File: config.mk
export PLATFORM = sky130hd
export DESIGN_NAME = base64_stream_decoder_flat
export DESIGN_NICKNAME = d
export VERILOG_FILES = /design/src/rtl/b64d_pkg.sv /design/src/rtl/b64d_if.sv /design/src/rtl/base64_stream_decoder.sv /design/src/flat_wrapper.sv
export SDC_FILE = /design/constraint.sdc
export NUM_CORES = 1
export LEC_CHECK = 0
export BUFFER_PORTS_ARGS = -buffer_cell sky130_fd_sc_hd__buf_2
export CELL_PAD_IN_SITES_DETAIL_PLACEMENT = 1
export CELL_PAD_IN_SITES_GLOBAL_PLACEMENT = 2
export CORE_UTILIZATION = 36
export DETAILED_ROUTE_END_ITERATION = 7
export GPL_ROUTABILITY_DRIVEN = 0
export PLACE_DENSITY = 0.77
export SKIP_CTS_REPAIR_TIMING = 1
export SYNTH_ARGS = -nofsm -noshare
export SYNTH_HDL_FRONTEND = slang
export SYNTH_SLANG_ARGS = --single-unit
export TNS_END_PERCENT = 5
File: constraint.sdc
create_clock -name clk -period 7.3 [get_ports clk]
set_input_delay 0.365 -clock clk [delete_from_list [all_inputs] [get_ports clk]]
set_output_delay 0.365 -clock clk [all_outputs]
set_load 0.02 [all_outputs]
File: src/rtl/b64d_pkg.sv
// b64d_pkg: shared types, codes and decode helpers for the base64 stream decoder
// no dependencies; used by the top level and the bench

package b64d_pkg;

  // default width of the saturating position and byte counters
  localparam int COUNT_WIDTH_DEF = 32;

  // result queue: one decoded chunk or one end item fits at once
  localparam int RES_FIFO_DEPTH = 4;
  localparam int MAX_RES        = 3;

  // input operation codes
  localparam logic OP_CHAR = 1'b0;
  localparam logic OP_END  = 1'b1;

  // result kinds
  localparam logic KIND_DATA   = 1'b0;
  localparam logic KIND_STATUS = 1'b1;

  // configuration register indexes
  localparam logic [1:0] REG_ALPHABET = 2'd0;
  localparam logic [1:0] REG_MODE     = 2'd1;
  localparam logic [1:0] REG_MAX_OUT  = 2'd2;

  // last chunk handling modes
  localparam logic [1:0] LCM_LOOSE  = 2'd0;
  localparam logic [1:0] LCM_STRICT = 2'd1;
  localparam logic [1:0] LCM_STOP   = 2'd2;
  localparam logic [1:0] LCM_RSVD   = 2'd3;

  // final status codes
  localparam logic [2:0] ST_OK          = 3'd0;
  localparam logic [2:0] ST_BAD_CHAR    = 3'd1;
  localparam logic [2:0] ST_UNEXP_PAD   = 3'd2;
  localparam logic [2:0] ST_INCOMP_PAD  = 3'd3;
  localparam logic [2:0] ST_EXTRA_BITS  = 3'd4;
  localparam logic [2:0] ST_BAD_TRAIL   = 3'd5;

  // character codes
  localparam logic [7:0] CH_TAB    = 8'h09;
  localparam logic [7:0] CH_LF     = 8'h0A;
  localparam logic [7:0] CH_FF     = 8'h0C;
  localparam logic [7:0] CH_CR     = 8'h0D;
  localparam logic [7:0] CH_SPACE  = 8'h20;
  localparam logic [7:0] CH_PAD    = 8'h3D;
  localparam logic [7:0] CH_PLUS   = 8'h2B;
  localparam logic [7:0] CH_SLASH  = 8'h2F;
  localparam logic [7:0] CH_MINUS  = 8'h2D;
  localparam logic [7:0] CH_UNDER  = 8'h5F;
  localparam logic [7:0] CH_UP_A   = 8'h41;
  localparam logic [7:0] CH_UP_Z   = 8'h5A;
  localparam logic [7:0] CH_LO_A   = 8'h61;
  localparam logic [7:0] CH_LO_Z   = 8'h7A;
  localparam logic [7:0] CH_DIG_0  = 8'h30;
  localparam logic [7:0] CH_DIG_9  = 8'h39;

  // decoder phase
  typedef enum logic [3:0] {
    PH_GATHER = 4'b0001,
    PH_PAD1   = 4'b0010,
    PH_PADDED = 4'b0100,
    PH_HALT   = 4'b1000
  } phase_t;

  // one result item
  typedef struct packed {
    logic        kind;
    logic [7:0]  data_byte;
    logic [2:0]  status;
    logic [31:0] read_count;
    logic        last;
  } res_t;

  function automatic logic is_space(input logic [7:0] c);
    return (c == CH_TAB) || (c == CH_LF) || (c == CH_FF) ||
           (c == CH_CR) || (c == CH_SPACE);
  endfunction

  // returns {valid, sextet}
  function automatic logic [6:0] sextet_of(input logic [7:0] c, input logic url);
    logic [7:0] d;
    d = 8'h00;
    if (c >= CH_UP_A && c <= CH_UP_Z) begin
      d = 8'(c - CH_UP_A);
      return {1'b1, d[5:0]};
    end
    if (c >= CH_LO_A && c <= CH_LO_Z) begin
      d = 8'(c - CH_LO_A + 8'd26);
      return {1'b1, d[5:0]};
    end
    if (c >= CH_DIG_0 && c <= CH_DIG_9) begin
      d = 8'(c - CH_DIG_0 + 8'd52);
      return {1'b1, d[5:0]};
    end
    if (url) begin
      if (c == CH_MINUS) return {1'b1, 6'd62};
      if (c == CH_UNDER) return {1'b1, 6'd63};
    end else begin
      if (c == CH_PLUS)  return {1'b1, 6'd62};
      if (c == CH_SLASH) return {1'b1, 6'd63};
    end
    return {1'b0, d[5:0]};
  endfunction

  function automatic res_t mk_data(input logic [7:0] b, input logic lst);
    res_t r;
    r.kind       = KIND_DATA;
    r.data_byte  = b;
    r.status     = ST_OK;
    r.read_count = 32'd0;
    r.last       = lst;
    return r;
  endfunction

  function automatic res_t mk_status(input logic [2:0] st, input logic [31:0] rc);
    res_t r;
    r.kind       = KIND_STATUS;
    r.data_byte  = 8'd0;
    r.status     = st;
    r.read_count = rc;
    r.last       = 1'b1;
    return r;
  endfunction

endpackage

File: src/rtl/b64d_if.sv
// b64d_if: valid/ready channel interfaces for the decoder input and results
// depends on nothing; payload widths follow the decoder's item fields

interface b64d_in_if;
  logic       valid;
  logic       ready;
  logic       operation;
  logic [7:0] character;

  modport source (output valid, output operation, output character, input ready);
  modport sink   (input valid, input operation, input character, output ready);
endinterface

interface b64d_out_if;
  logic        valid;
  logic        ready;
  logic        kind;
  logic [7:0]  data_byte;
  logic [2:0]  status;
  logic [31:0] read_count;
  logic        last;

  modport source (output valid, output kind, output data_byte, output status,
                  output read_count, output last, input ready);
  modport sink   (input valid, input kind, input data_byte, input status,
                  input read_count, input last, output ready);
endinterface

File: src/rtl/base64_stream_decoder.sv
// base64_stream_decoder: top level, character decode, chunk state and result queue
// depends on b64d_pkg and the channel interfaces in b64d_if.sv

// The decoder takes one character or end item per clock while the result
// queue has room. Each item is decoded against the current chunk state and its
// results (none for most characters, three bytes for a completed chunk, up to
// two bytes plus a status for an end item) are pushed into a four-entry result
// queue that drains one result per cycle while results are taken. Input is
// accepted whenever the queue has room for three results, so a character that
// yields nothing follows in the next cycle even while one result waits.
// Configuration must be written only while idle; the block itself does not
// enforce it.

module base64_stream_decoder #(
  parameter int COUNT_WIDTH = b64d_pkg::COUNT_WIDTH_DEF
) (
  input  logic               clk,
  input  logic               rst_n,
  b64d_in_if.sink            in_ch,
  b64d_out_if.source         out_ch,
  input  logic               cfg_we,
  input  logic [1:0]         cfg_index,
  input  logic [31:0]        cfg_wdata
);

  localparam int CW    = COUNT_WIDTH;
  localparam int LW    = (CW > 32) ? CW : 32;
  localparam int LW1   = LW + 1;
  localparam int DEPTH = b64d_pkg::RES_FIFO_DEPTH;
  localparam int PTR_W = $clog2(DEPTH);
  localparam int CNT_W = $clog2(DEPTH + 1);
  localparam logic [CW-1:0] CNT_MAX    = {CW{1'b1}};
  localparam logic [CW-1:0] CNT_MAX_M2 = CNT_MAX - CW'(2);
  localparam logic [CNT_W-1:0] ACCEPT_LIMIT = CNT_W'(DEPTH - b64d_pkg::MAX_RES);

  // configuration registers
  logic        alpha_r;
  logic [1:0]  mode_r;
  logic [31:0] max_r;

  // decoder state
  logic [17:0]        sext_r, sext_nxt;
  logic [1:0]         ccount_r, ccount_nxt;
  b64d_pkg::phase_t   phase_r, phase_nxt;
  logic [CW-1:0]      char_pos_r, char_pos_nxt;
  logic [CW-1:0]      read_pos_r, read_pos_nxt;
  logic [CW-1:0]      bytes_r, bytes_nxt;
  logic [2:0]         err_r, err_nxt;

  // result queue
  b64d_pkg::res_t     fifo_r [DEPTH];
  logic [PTR_W-1:0]   wr_ptr_r, rd_ptr_r;
  logic [CNT_W-1:0]   qcount_r;

  // per item decode
  logic               accept, pop;
  b64d_pkg::phase_t   phase_eff;
  logic [2:0]         err_eff;
  logic [LW-1:0]      bytes_ext, max_ext;
  logic               strict;
  logic [6:0]         sx;
  logic [5:0]         sx_val;
  logic [23:0]        full_v;
  logic [31:0]        part_v;
  logic [3:0]         extra;
  logic [CW-1:0]      char_pos_inc;
  logic               room_short;
  logic               do_partial;
  logic [2:0]         fin_status;
  logic [CW-1:0]      fin_pos;
  b64d_pkg::res_t     res [b64d_pkg::MAX_RES];
  logic [1:0]         n_res;

  assign accept = in_ch.valid && in_ch.ready;
  assign pop    = out_ch.valid && out_ch.ready;

  // configuration writes, unknown indexes ignored
  always_ff @(posedge clk) begin
    if (!rst_n) begin
      alpha_r <= 1'b0;
      mode_r  <= b64d_pkg::LCM_LOOSE;
      max_r   <= 32'hFFFF_FFFF;
    end else if (cfg_we) begin
      unique case (cfg_index)
        b64d_pkg::REG_ALPHABET: alpha_r <= cfg_wdata[0];
        b64d_pkg::REG_MODE:     mode_r  <= cfg_wdata[1:0];
        b64d_pkg::REG_MAX_OUT:  max_r   <= cfg_wdata;
        default: ;
      endcase
    end
  end

  // shared decode terms
  assign bytes_ext    = LW'(bytes_r);
  assign max_ext      = LW'(max_r);
  assign strict       = (mode_r == b64d_pkg::LCM_STRICT) || (mode_r == b64d_pkg::LCM_RSVD);
  assign sx           = b64d_pkg::sextet_of(in_ch.character, alpha_r);
  assign sx_val       = sx[5:0];
  assign full_v       = {sext_r, sx_val};
  assign part_v       = (ccount_r == 2'd2) ? {2'b00, sext_r, 12'd0} : {8'd0, sext_r, 6'd0};
  assign extra        = (ccount_r == 2'd2) ? sext_r[3:0] : {2'b00, sext_r[1:0]};
  assign char_pos_inc = (char_pos_r == CNT_MAX) ? CNT_MAX : char_pos_r + CW'(1);
  assign room_short   =
    ((LW1'(bytes_ext) + LW1'(1) == LW1'(max_ext)) && (ccount_r == 2'd2)) ||
    ((LW1'(bytes_ext) + LW1'(2) == LW1'(max_ext)) && (ccount_r == 2'd3));

  // limit check that applies before any item
  always_comb begin
    phase_eff = phase_r;
    err_eff   = err_r;
    if (phase_r == b64d_pkg::PH_GATHER && bytes_ext >= max_ext) begin
      phase_eff = b64d_pkg::PH_HALT;
      err_eff   = b64d_pkg::ST_OK;
    end
  end

  // end item: pick the final status and whether partial bytes go out
  always_comb begin
    do_partial = 1'b0;
    fin_status = b64d_pkg::ST_OK;
    fin_pos    = read_pos_r;
    unique case (phase_eff)
      b64d_pkg::PH_HALT: begin
        fin_status = err_eff;
      end
      b64d_pkg::PH_PAD1: begin
        fin_status = (mode_r == b64d_pkg::LCM_STOP) ? b64d_pkg::ST_OK
                                                   : b64d_pkg::ST_INCOMP_PAD;
      end
      b64d_pkg::PH_PADDED: begin
        if (strict && extra != 4'd0) begin
          fin_status = b64d_pkg::ST_EXTRA_BITS;
        end else begin
          do_partial = 1'b1;
          fin_pos    = char_pos_r;
        end
      end
      b64d_pkg::PH_GATHER: begin
        if (ccount_r == 2'd0) begin
          fin_pos = char_pos_r;
        end else if (mode_r == b64d_pkg::LCM_STOP) begin
          fin_status = b64d_pkg::ST_OK;
        end else if (mode_r == b64d_pkg::LCM_LOOSE && ccount_r >= 2'd2) begin
          do_partial = 1'b1;
          fin_pos    = char_pos_r;
        end else begin
          fin_status = b64d_pkg::ST_BAD_TRAIL;
        end
      end
      default: ;
    endcase
  end

  // next state and results of the accepted item
  always_comb begin
    sext_nxt     = sext_r;
    ccount_nxt   = ccount_r;
    phase_nxt    = phase_r;
    char_pos_nxt = char_pos_r;
    read_pos_nxt = read_pos_r;
    bytes_nxt    = bytes_r;
    err_nxt      = err_r;
    n_res        = 2'd0;
    for (int i = 0; i < b64d_pkg::MAX_RES; i++) begin
      res[i] = '0;
    end

    if (accept) begin
      phase_nxt = phase_eff;
      err_nxt   = err_eff;
      if (in_ch.operation == b64d_pkg::OP_END) begin
        // final results, then the stream state starts over
        if (do_partial && ccount_r == 2'd3) begin
          res[0] = b64d_pkg::mk_data(part_v[23:16], 1'b0);
          res[1] = b64d_pkg::mk_data(part_v[15:8], 1'b0);
          res[2] = b64d_pkg::mk_status(fin_status, 32'(fin_pos));
          n_res  = 2'd3;
        end else if (do_partial) begin
          res[0] = b64d_pkg::mk_data(part_v[23:16], 1'b0);
          res[1] = b64d_pkg::mk_status(fin_status, 32'(fin_pos));
          n_res  = 2'd2;
        end else begin
          res[0] = b64d_pkg::mk_status(fin_status, 32'(fin_pos));
          n_res  = 2'd1;
        end
        sext_nxt     = '0;
        ccount_nxt   = 2'd0;
        phase_nxt    = b64d_pkg::PH_GATHER;
        char_pos_nxt = '0;
        read_pos_nxt = '0;
        bytes_nxt    = '0;
        err_nxt      = b64d_pkg::ST_OK;
      end else begin
        char_pos_nxt = char_pos_inc;
        if (!b64d_pkg::is_space(in_ch.character)) begin
          unique case (phase_eff)
            b64d_pkg::PH_PAD1: begin
              if (in_ch.character == b64d_pkg::CH_PAD) begin
                phase_nxt = b64d_pkg::PH_PADDED;
              end else begin
                phase_nxt = b64d_pkg::PH_HALT;
                err_nxt   = b64d_pkg::ST_UNEXP_PAD;
              end
            end
            b64d_pkg::PH_PADDED: begin
              phase_nxt = b64d_pkg::PH_HALT;
              err_nxt   = b64d_pkg::ST_UNEXP_PAD;
            end
            b64d_pkg::PH_GATHER: begin
              if (in_ch.character == b64d_pkg::CH_PAD) begin
                // padding after two or three sextets
                if (ccount_r < 2'd2) begin
                  phase_nxt = b64d_pkg::PH_HALT;
                  err_nxt   = b64d_pkg::ST_UNEXP_PAD;
                end else begin
                  phase_nxt = (ccount_r == 2'd2) ? b64d_pkg::PH_PAD1 : b64d_pkg::PH_PADDED;
                end
              end else if (!sx[6]) begin
                phase_nxt = b64d_pkg::PH_HALT;
                err_nxt   = b64d_pkg::ST_BAD_CHAR;
              end else if (room_short) begin
                // next chunk would overrun the byte limit
                phase_nxt = b64d_pkg::PH_HALT;
                err_nxt   = b64d_pkg::ST_OK;
              end else if (ccount_r != 2'd3) begin
                sext_nxt   = {sext_r[11:0], sx_val};
                ccount_nxt = ccount_r + 2'd1;
              end else begin
                // full chunk: three bytes out
                res[0]       = b64d_pkg::mk_data(full_v[23:16], 1'b0);
                res[1]       = b64d_pkg::mk_data(full_v[15:8], 1'b0);
                res[2]       = b64d_pkg::mk_data(full_v[7:0], 1'b1);
                n_res        = 2'd3;
                sext_nxt     = '0;
                ccount_nxt   = 2'd0;
                read_pos_nxt = char_pos_inc;
                bytes_nxt    = (bytes_r >= CNT_MAX_M2) ? CNT_MAX : bytes_r + CW'(3);
              end
            end
            default: ;
          endcase
        end
      end
    end
  end

  // decoder state registers
  always_ff @(posedge clk) begin
    if (!rst_n) begin
      sext_r     <= '0;
      ccount_r   <= 2'd0;
      phase_r    <= b64d_pkg::PH_GATHER;
      char_pos_r <= '0;
      read_pos_r <= '0;
      bytes_r    <= '0;
      err_r      <= b64d_pkg::ST_OK;
    end else begin
      sext_r     <= sext_nxt;
      ccount_r   <= ccount_nxt;
      phase_r    <= phase_nxt;
      char_pos_r <= char_pos_nxt;
      read_pos_r <= read_pos_nxt;
      bytes_r    <= bytes_nxt;
      err_r      <= err_nxt;
    end
  end

  // result queue payload
  always_ff @(posedge clk) begin
    for (int i = 0; i < b64d_pkg::MAX_RES; i++) begin
      if (2'(i) < n_res) begin
        fifo_r[wr_ptr_r + PTR_W'(i)] <= res[i];
      end
    end
  end

  // result queue pointers and fill level
  always_ff @(posedge clk) begin
    if (!rst_n) begin
      wr_ptr_r <= '0;
      rd_ptr_r <= '0;
      qcount_r <= '0;
    end else begin
      wr_ptr_r <= wr_ptr_r + PTR_W'(n_res);
      rd_ptr_r <= rd_ptr_r + PTR_W'(pop);
      qcount_r <= qcount_r + CNT_W'(n_res) - CNT_W'(pop);
    end
  end

  // channel outputs
  assign in_ch.ready       = (qcount_r <= ACCEPT_LIMIT);
  assign out_ch.valid      = (qcount_r != '0);
  assign out_ch.kind       = fifo_r[rd_ptr_r].kind;
  assign out_ch.data_byte  = fifo_r[rd_ptr_r].data_byte;
  assign out_ch.status     = fifo_r[rd_ptr_r].status;
  assign out_ch.read_count = fifo_r[rd_ptr_r].read_count;
  assign out_ch.last       = fifo_r[rd_ptr_r].last;

  // queue never overfills
  a_queue_bound: assert property (@(posedge clk) disable iff (!rst_n)
    qcount_r <= CNT_W'(DEPTH))
    else $error("result queue over capacity");

  // an accepted item always finds room for its results
  a_accept_room: assert property (@(posedge clk) disable iff (!rst_n)
    accept |-> (qcount_r + CNT_W'(n_res) <= CNT_W'(DEPTH)))
    else $error("item accepted without queue room");

  // end item returns the stream state to its start
  a_end_clears: assert property (@(posedge clk) disable iff (!rst_n)
    accept && in_ch.operation == b64d_pkg::OP_END |=>
      phase_r == b64d_pkg::PH_GATHER && ccount_r == 2'd0 &&
      char_pos_r == '0 && bytes_r == '0)
    else $error("state not cleared after end item");

  // a status result always closes its item's run
  a_status_last: assert property (@(posedge clk) disable iff (!rst_n)
    out_ch.valid && out_ch.kind == b64d_pkg::KIND_STATUS |-> out_ch.last)
    else $error("status result without last");

endmodule

File: src/flat_wrapper.sv
// flat-port wrapper written by rule: the top's interface ports become plain ports
module base64_stream_decoder_flat 
#(
  parameter int COUNT_WIDTH = b64d_pkg::COUNT_WIDTH_DEF
)
  (clk, rst_n, cfg_we, cfg_index, cfg_wdata, in_ch_valid, in_ch_operation, in_ch_character, in_ch_ready, out_ch_valid, out_ch_kind, out_ch_data_byte, out_ch_status, out_ch_read_count, out_ch_last, out_ch_ready);
  b64d_in_if in_ch_i ();
  b64d_out_if out_ch_i ();
  input  logic clk;
  input  logic rst_n;
  input  logic cfg_we;
  input  logic [1:0] cfg_index;
  input  logic [31:0] cfg_wdata;
  input wire logic [$bits(in_ch_i.valid)-1:0] in_ch_valid;
  input wire logic [$bits(in_ch_i.operation)-1:0] in_ch_operation;
  input wire logic [$bits(in_ch_i.character)-1:0] in_ch_character;
  output wire logic [$bits(in_ch_i.ready)-1:0] in_ch_ready;
  output wire logic [$bits(out_ch_i.valid)-1:0] out_ch_valid;
  output wire logic [$bits(out_ch_i.kind)-1:0] out_ch_kind;
  output wire logic [$bits(out_ch_i.data_byte)-1:0] out_ch_data_byte;
  output wire logic [$bits(out_ch_i.status)-1:0] out_ch_status;
  output wire logic [$bits(out_ch_i.read_count)-1:0] out_ch_read_count;
  output wire logic [$bits(out_ch_i.last)-1:0] out_ch_last;
  input wire logic [$bits(out_ch_i.ready)-1:0] out_ch_ready;
  assign in_ch_i.valid = in_ch_valid;
  assign in_ch_i.operation = in_ch_operation;
  assign in_ch_i.character = in_ch_character;
  assign in_ch_ready = in_ch_i.ready;
  assign out_ch_valid = out_ch_i.valid;
  assign out_ch_kind = out_ch_i.kind;
  assign out_ch_data_byte = out_ch_i.data_byte;
  assign out_ch_status = out_ch_i.status;
  assign out_ch_read_count = out_ch_i.read_count;
  assign out_ch_last = out_ch_i.last;
  assign out_ch_i.ready = out_ch_ready;
  base64_stream_decoder #(.COUNT_WIDTH(COUNT_WIDTH)) u_core (.clk(clk), .rst_n(rst_n), .in_ch(in_ch_i), .out_ch(out_ch_i), .cfg_we(cfg_we), .cfg_index(cfg_index), .cfg_wdata(cfg_wdata));
endmodule
# ---- After elaboration in Yosys (flattened, before gate mapping)
# Memory sizes are Yosys's and may differ from the RTL's. A register that Yosys moved wholly into a read port is not among the register bits.
# Index checks and enable logic that the tools add are counted.
# W data, S select, Z words.
dict set report classes {
  n_reduce_logical 29
  eq_ne 30
  addsub 16
  order_cmp 14
  muxes 138
}
# op n
set op_table {}
lappend op_table {{$mux W135} 7}
lappend op_table {{$mux W32} 21}
lappend op_table {{$mux W45} 3}
lappend op_table {{$mux W134} 1}
lappend op_table {{$mux W18} 7}
lappend op_table {{$mux W7} 14}
lappend op_table {{$mux W90} 1}
lappend op_table {{$eq A33 B32 Y1} 2}
lappend op_table {{$pmux W32 S2} 1}
lappend op_table {{$eq A8 B6 Y1 const B} 5}
lappend op_table {{$mux W3} 13}
lappend op_table {{$mux W2} 19}
lappend op_table {{$mux W4} 9}
lappend op_table {{$mux W1} 34}
lappend op_table {{$add A32 B1 Y33 const B} 1}
lappend op_table {{$add A32 B2 Y33 const B} 1}
lappend op_table {{$add A32 B1 Y32 const B} 1}
lappend op_table {{$add A32 B2 Y32 const B} 1}
lappend op_table {{$eq A32 B32 Y1 const B} 1}
lappend op_table {{$eq A8 B4 Y1 const B} 4}
lappend op_table {{$ge A32 B32 Y1} 1}
lappend op_table {{$ge A32 B32 Y1 const B} 1}
lappend op_table {{$mux W24} 1}
lappend op_table {{$mux W6} 3}
lappend op_table {{40 further kinds} 75}
dict set report totals {
  input_bits 48
  out_inout_bits 47
  mem_bits_rw 180
  mem_count 1
  register_bits 165
  elab_cells 241
}
# name depth word_bits read_ports rd_ports_with_merged_regs write_ports line_no
set memory_table {}
lappend memory_table {u_core.fifo_r 4 45 1 1 3 base64_stream_decoder.sv:51} ;# b64d_pkg::res_t fifo_r [DEPTH];

# ---- Logic depth before layout (Yosys ltp)
dict set report logic_depth {
  depth_word 27
  depth_mapped 19
  ltp_nobuf 16
}

# ---- Worst setup path before layout
# OpenSTA, ideal clock, no wires.
dict set report synth_path {
  kind {input port to flip-flop}
  start {input in_ch_character[2]}
  end {memory u_core.fifo_r[3][0] (netlist bit) (enable)}
  arrival_time_ns 6.658
  setup_slack_ns 0.125
  path_stages 15
  path_cell_list {clkbuf_1 -> inv_1 -> ha_1 -> a21o_1 -> and3_1 -> or4_1 -> clkbuf_1 -> nand2_1 -> or2_2 -> o21ai_1 -> a2111oi_4 -> nor2_4 -> buf_2 -> buf_2 -> o32ai_1}
}
# element line_no
set synth_rtl {}
lappend synth_rtl {{start, declared} flat_wrapper.sv:16} ;# input wire logic [$bits(in_ch_i.character)-1:0] in_ch_character;
lappend synth_rtl {{end, declared} base64_stream_decoder.sv:51}

==> flow_metrics.tcl <==
set metrics [dict create \
    synth_edf_count 180 \
    finClkSkew_ns 0.0232 \
    dp.cells 2796 \
    final_antenna_net_count 0 \
    crit_fanout 31 \
    arrival_ns 6.45 \
    ys_async_sr_fraction_pct 0 \
    path_clk_slew_ns 0.06 \
    synth_cell_types 90 \
    drc 0 \
    grt_max_degree 73 \
    rsz0062_at_grt "no" \
    crit_path_start "u_core.ccount_r[1]$_SDFFE_PN0P_" \
    swShare_pct 31.1 \
    firstDrtPassIters 5 \
    dp_slack_ns 1.17 \
    period_minus_slack_ns 6.15 \
    yosysMostFrequentCell "nand2_1" \
    finalCritPeriodShare_pct 84.3 \
    grt_overflow_total 0 \
    power.leakage_nw 7.92 \
    cts_tree "done" \
    die_area_mm2 0.0565 \
    worst_pin_slew_ns 1.22 \
    status "complete, no violations" \
    diodes 0 \
    peakVddDrop_mv 0.175 \
    layout.nets 2206 \
    drt_iter0_drc 946 \
    postSynthNetCount 2179 \
    cts_buffers 41 \
    area_delta_synth_final_pct 12.4 \
    worst-setup-path-type "reg -> reg" \
    initial_core_util_pct 36.8 \
    final_core_utilization_pct 41.3 \
    ios 95 \
    finalSetupViolCount 0 \
    grt_pass1_vias 16627 \
    syn_area_mm2 0.0200 \
    synth_top_cell_by_area "edfxtp_1" \
    hold_viol 0 \
    topRoutingLayerUsed "met4" \
    cts-root-buf "clkbuf_16" \
    die_y_um 238 \
    finalMaxSlewViolations 0 \
    drv_cap 0 \
    wl_um 61400 \
    io_buffers 94 \
    drive_above_1_share_pct 14.4 \
    cts_max_level 2 \
    synth_area_per_cell_um2 9.64 \
    netlist_top_cells_count "nand2_1, nor2_1, edfxtp_1" \
    ys.flop_type "edfxtp_1" \
    cp-start-kind "register" \
    via_per_inst 5.67 \
    power_density_mw_per_mm2 246 \
    cp-end-kind "register" \
    stdcell_count 2871 \
    pwr-share-clk_pct 38.9 \
    hold_class "in -> reg" \
    switchingPower_mw 1.72 \
    hp-start "cfg_wdata[15]" \
    synth-seq-area-share_pct 43.6 \
    clock.fmax_mhz 163 \
    synth_top_area_share_pct 27.0 \
    nFillCells 6161 \
    wl_met1_um 28400 \
    p_seq_share_pct 40.1 \
    cts_sinks 345 \
    clk_path_buf_depth 3 \
    grt_pass1_wl_um 97200 \
    yosys-top-cells-area "edfxtp_1, dfxtp_1, mux4_2, nand2_1, nor2_1" \
    wl_met2_um 30000 \
    relSlewSlack_pct 16.9 \
    dp_hpwl_um 42100 \
    ys_warn_count 0 \
    crit_required_ns 7.60 \
    core_area_mm2 0.0543 \
    met3_length_um 2090 \
    fin_setup_tns_ns 0 \
    track_usage_pct 21.8 \
    ys_ff_latch 345 \
    synth_cells 2073 \
    p_int_mw 3.81 \
    fp-row-count 85 \
    combPwrFrac_pct 21.0 \
    worstSkewPairLatency_ns 0.58 \
    r2r_start "u_core.ccount_r[1]$_SDFFE_PN0P_" \
    wire_per_inst_um 21.4 \
    grt_antenna_before_repair 0 \
    via_count 16269 \
    fin_ws_ns 1.15 \
    die_w_um 238 \
]
## flip-flops by register name (all words and copies together), names as in the netlist, 3 cells and up
| signal | cells |
|---|---|
| u_core.phase_r | 4 |
| u_core.read_pos_r | 32 |
| u_core.fifo_r | 180 |
| u_core.err_r | 3 |
| u_core.sext_r | 18 |
| u_core.bytes_ext | 32 |
| u_core.qcount_r | 3 |
| u_core.char_pos_r | 32 |
| u_core.max_ext | 32 |
## placed cells by master, fill, tap and decap left out, types with 45 or more instances in the layout
cell | synthesis | layout
a21oi_1 | 97 | 95
nor2_1 | 214 | 214
nand2_1 | 236 | 236
ha_1 | 57 | 57
dfxtp_1 | 165 | 163
edfxtp_1 | 180 | 180
buf_2 | 30 | 93
mux4_2 | 45 | 45
o21ai_0 | 78 | 77
nor2b_1 | 48 | 48
inv_1 | 74 | 74
## metal layers
layer	global-route usage, %	up-vias
met5	0	-
met4	4.79	0
met3	2.69	74
met2	37.2	295
met1	29.5	8272
li1	-	7628
## through the flow
stage | hold WS, ns | total power, mW | instance area, um^2
6_report | 0.0235 | 5.52 | 22500
5_1_grt | 0.00599 | 5.76 | 22500
4_1_cts | -0.0107 | 5.60 | 22500
3_5_place_dp | 0.431 | 3.43 | 21000
3_3_place_gp | 0.427 | 3.41 | 21000
2_1_floorplan | 0.415 | 3.04 | 20000
## logic make-up after synthesis
logic type / share of synthesized area (%)
flip-flops: 43.6
buffers and inverters: 4.59
AND/OR/NAND/NOR: 19.3
adder cells (fa/ha/maj): 3.72
AO/OA/AOI/OAI: 17.4
multiplexers: 7.67
XOR/XNOR: 3.72
## power by group through the flow
stage	combinational, mW	sequential (mW)	clock [mW]
after detailed placement	1.17	2.26	0
after CTS	1.18	2.22	2.21
after floorplan	0.865	2.18	0
after global placement	1.15	2.26	0
after global routing	1.25	2.23	2.27
final	1.16	2.22	2.15
## final cells by class
cell class | count | area [um^2] | share of cell area (%)
timing repair buffer | 122 | 683 | 3.04
sequential | 345 | 8710 | 38.8
multi-input combinational | 1514 | 10400 | 46.5
clock buffer | 50 | 1110 | 4.94
clock inverter | 25 | 310 | 1.38
inverter | 76 | 285 | 1.27
tap | 739 | 925 | 4.12
## critical path, cell delays in order, from the launching register on
cell and delay (ns):
dfxtp_1 0.53, ha_1 0.77, nand2_1 0.13, a2111oi_0 0.70, o2111ai_1 0.21, a2111oi_0 0.48, nand4_1 0.16, nor4_1 0.64
a2111oi_4 0.23, or2_4 0.42, nand3_4 0.21, mux2i_4 0.84, buf_4 0.40, nor2_1 0.11
## worst paths after layout
| kind | end | slack (ns) | depth (start not counted) |
|---|---|---|---|
| min reg2reg | u_core.read_pos_r[31]$_SDFFE_PN0P_ | 0.44 | 2 |
| min | u_core.max_ext[15]$_SDFFE_PN1P_ | 0.02 | 3 |
| max | u_core.fifo_r[0][4]$_DFFE_PP_ | 1.15 | 13 |
| max reg2reg | u_core.fifo_r[0][4]$_DFFE_PP_ | 1.15 | 13 |
Power figures use the tool's default switching activity.
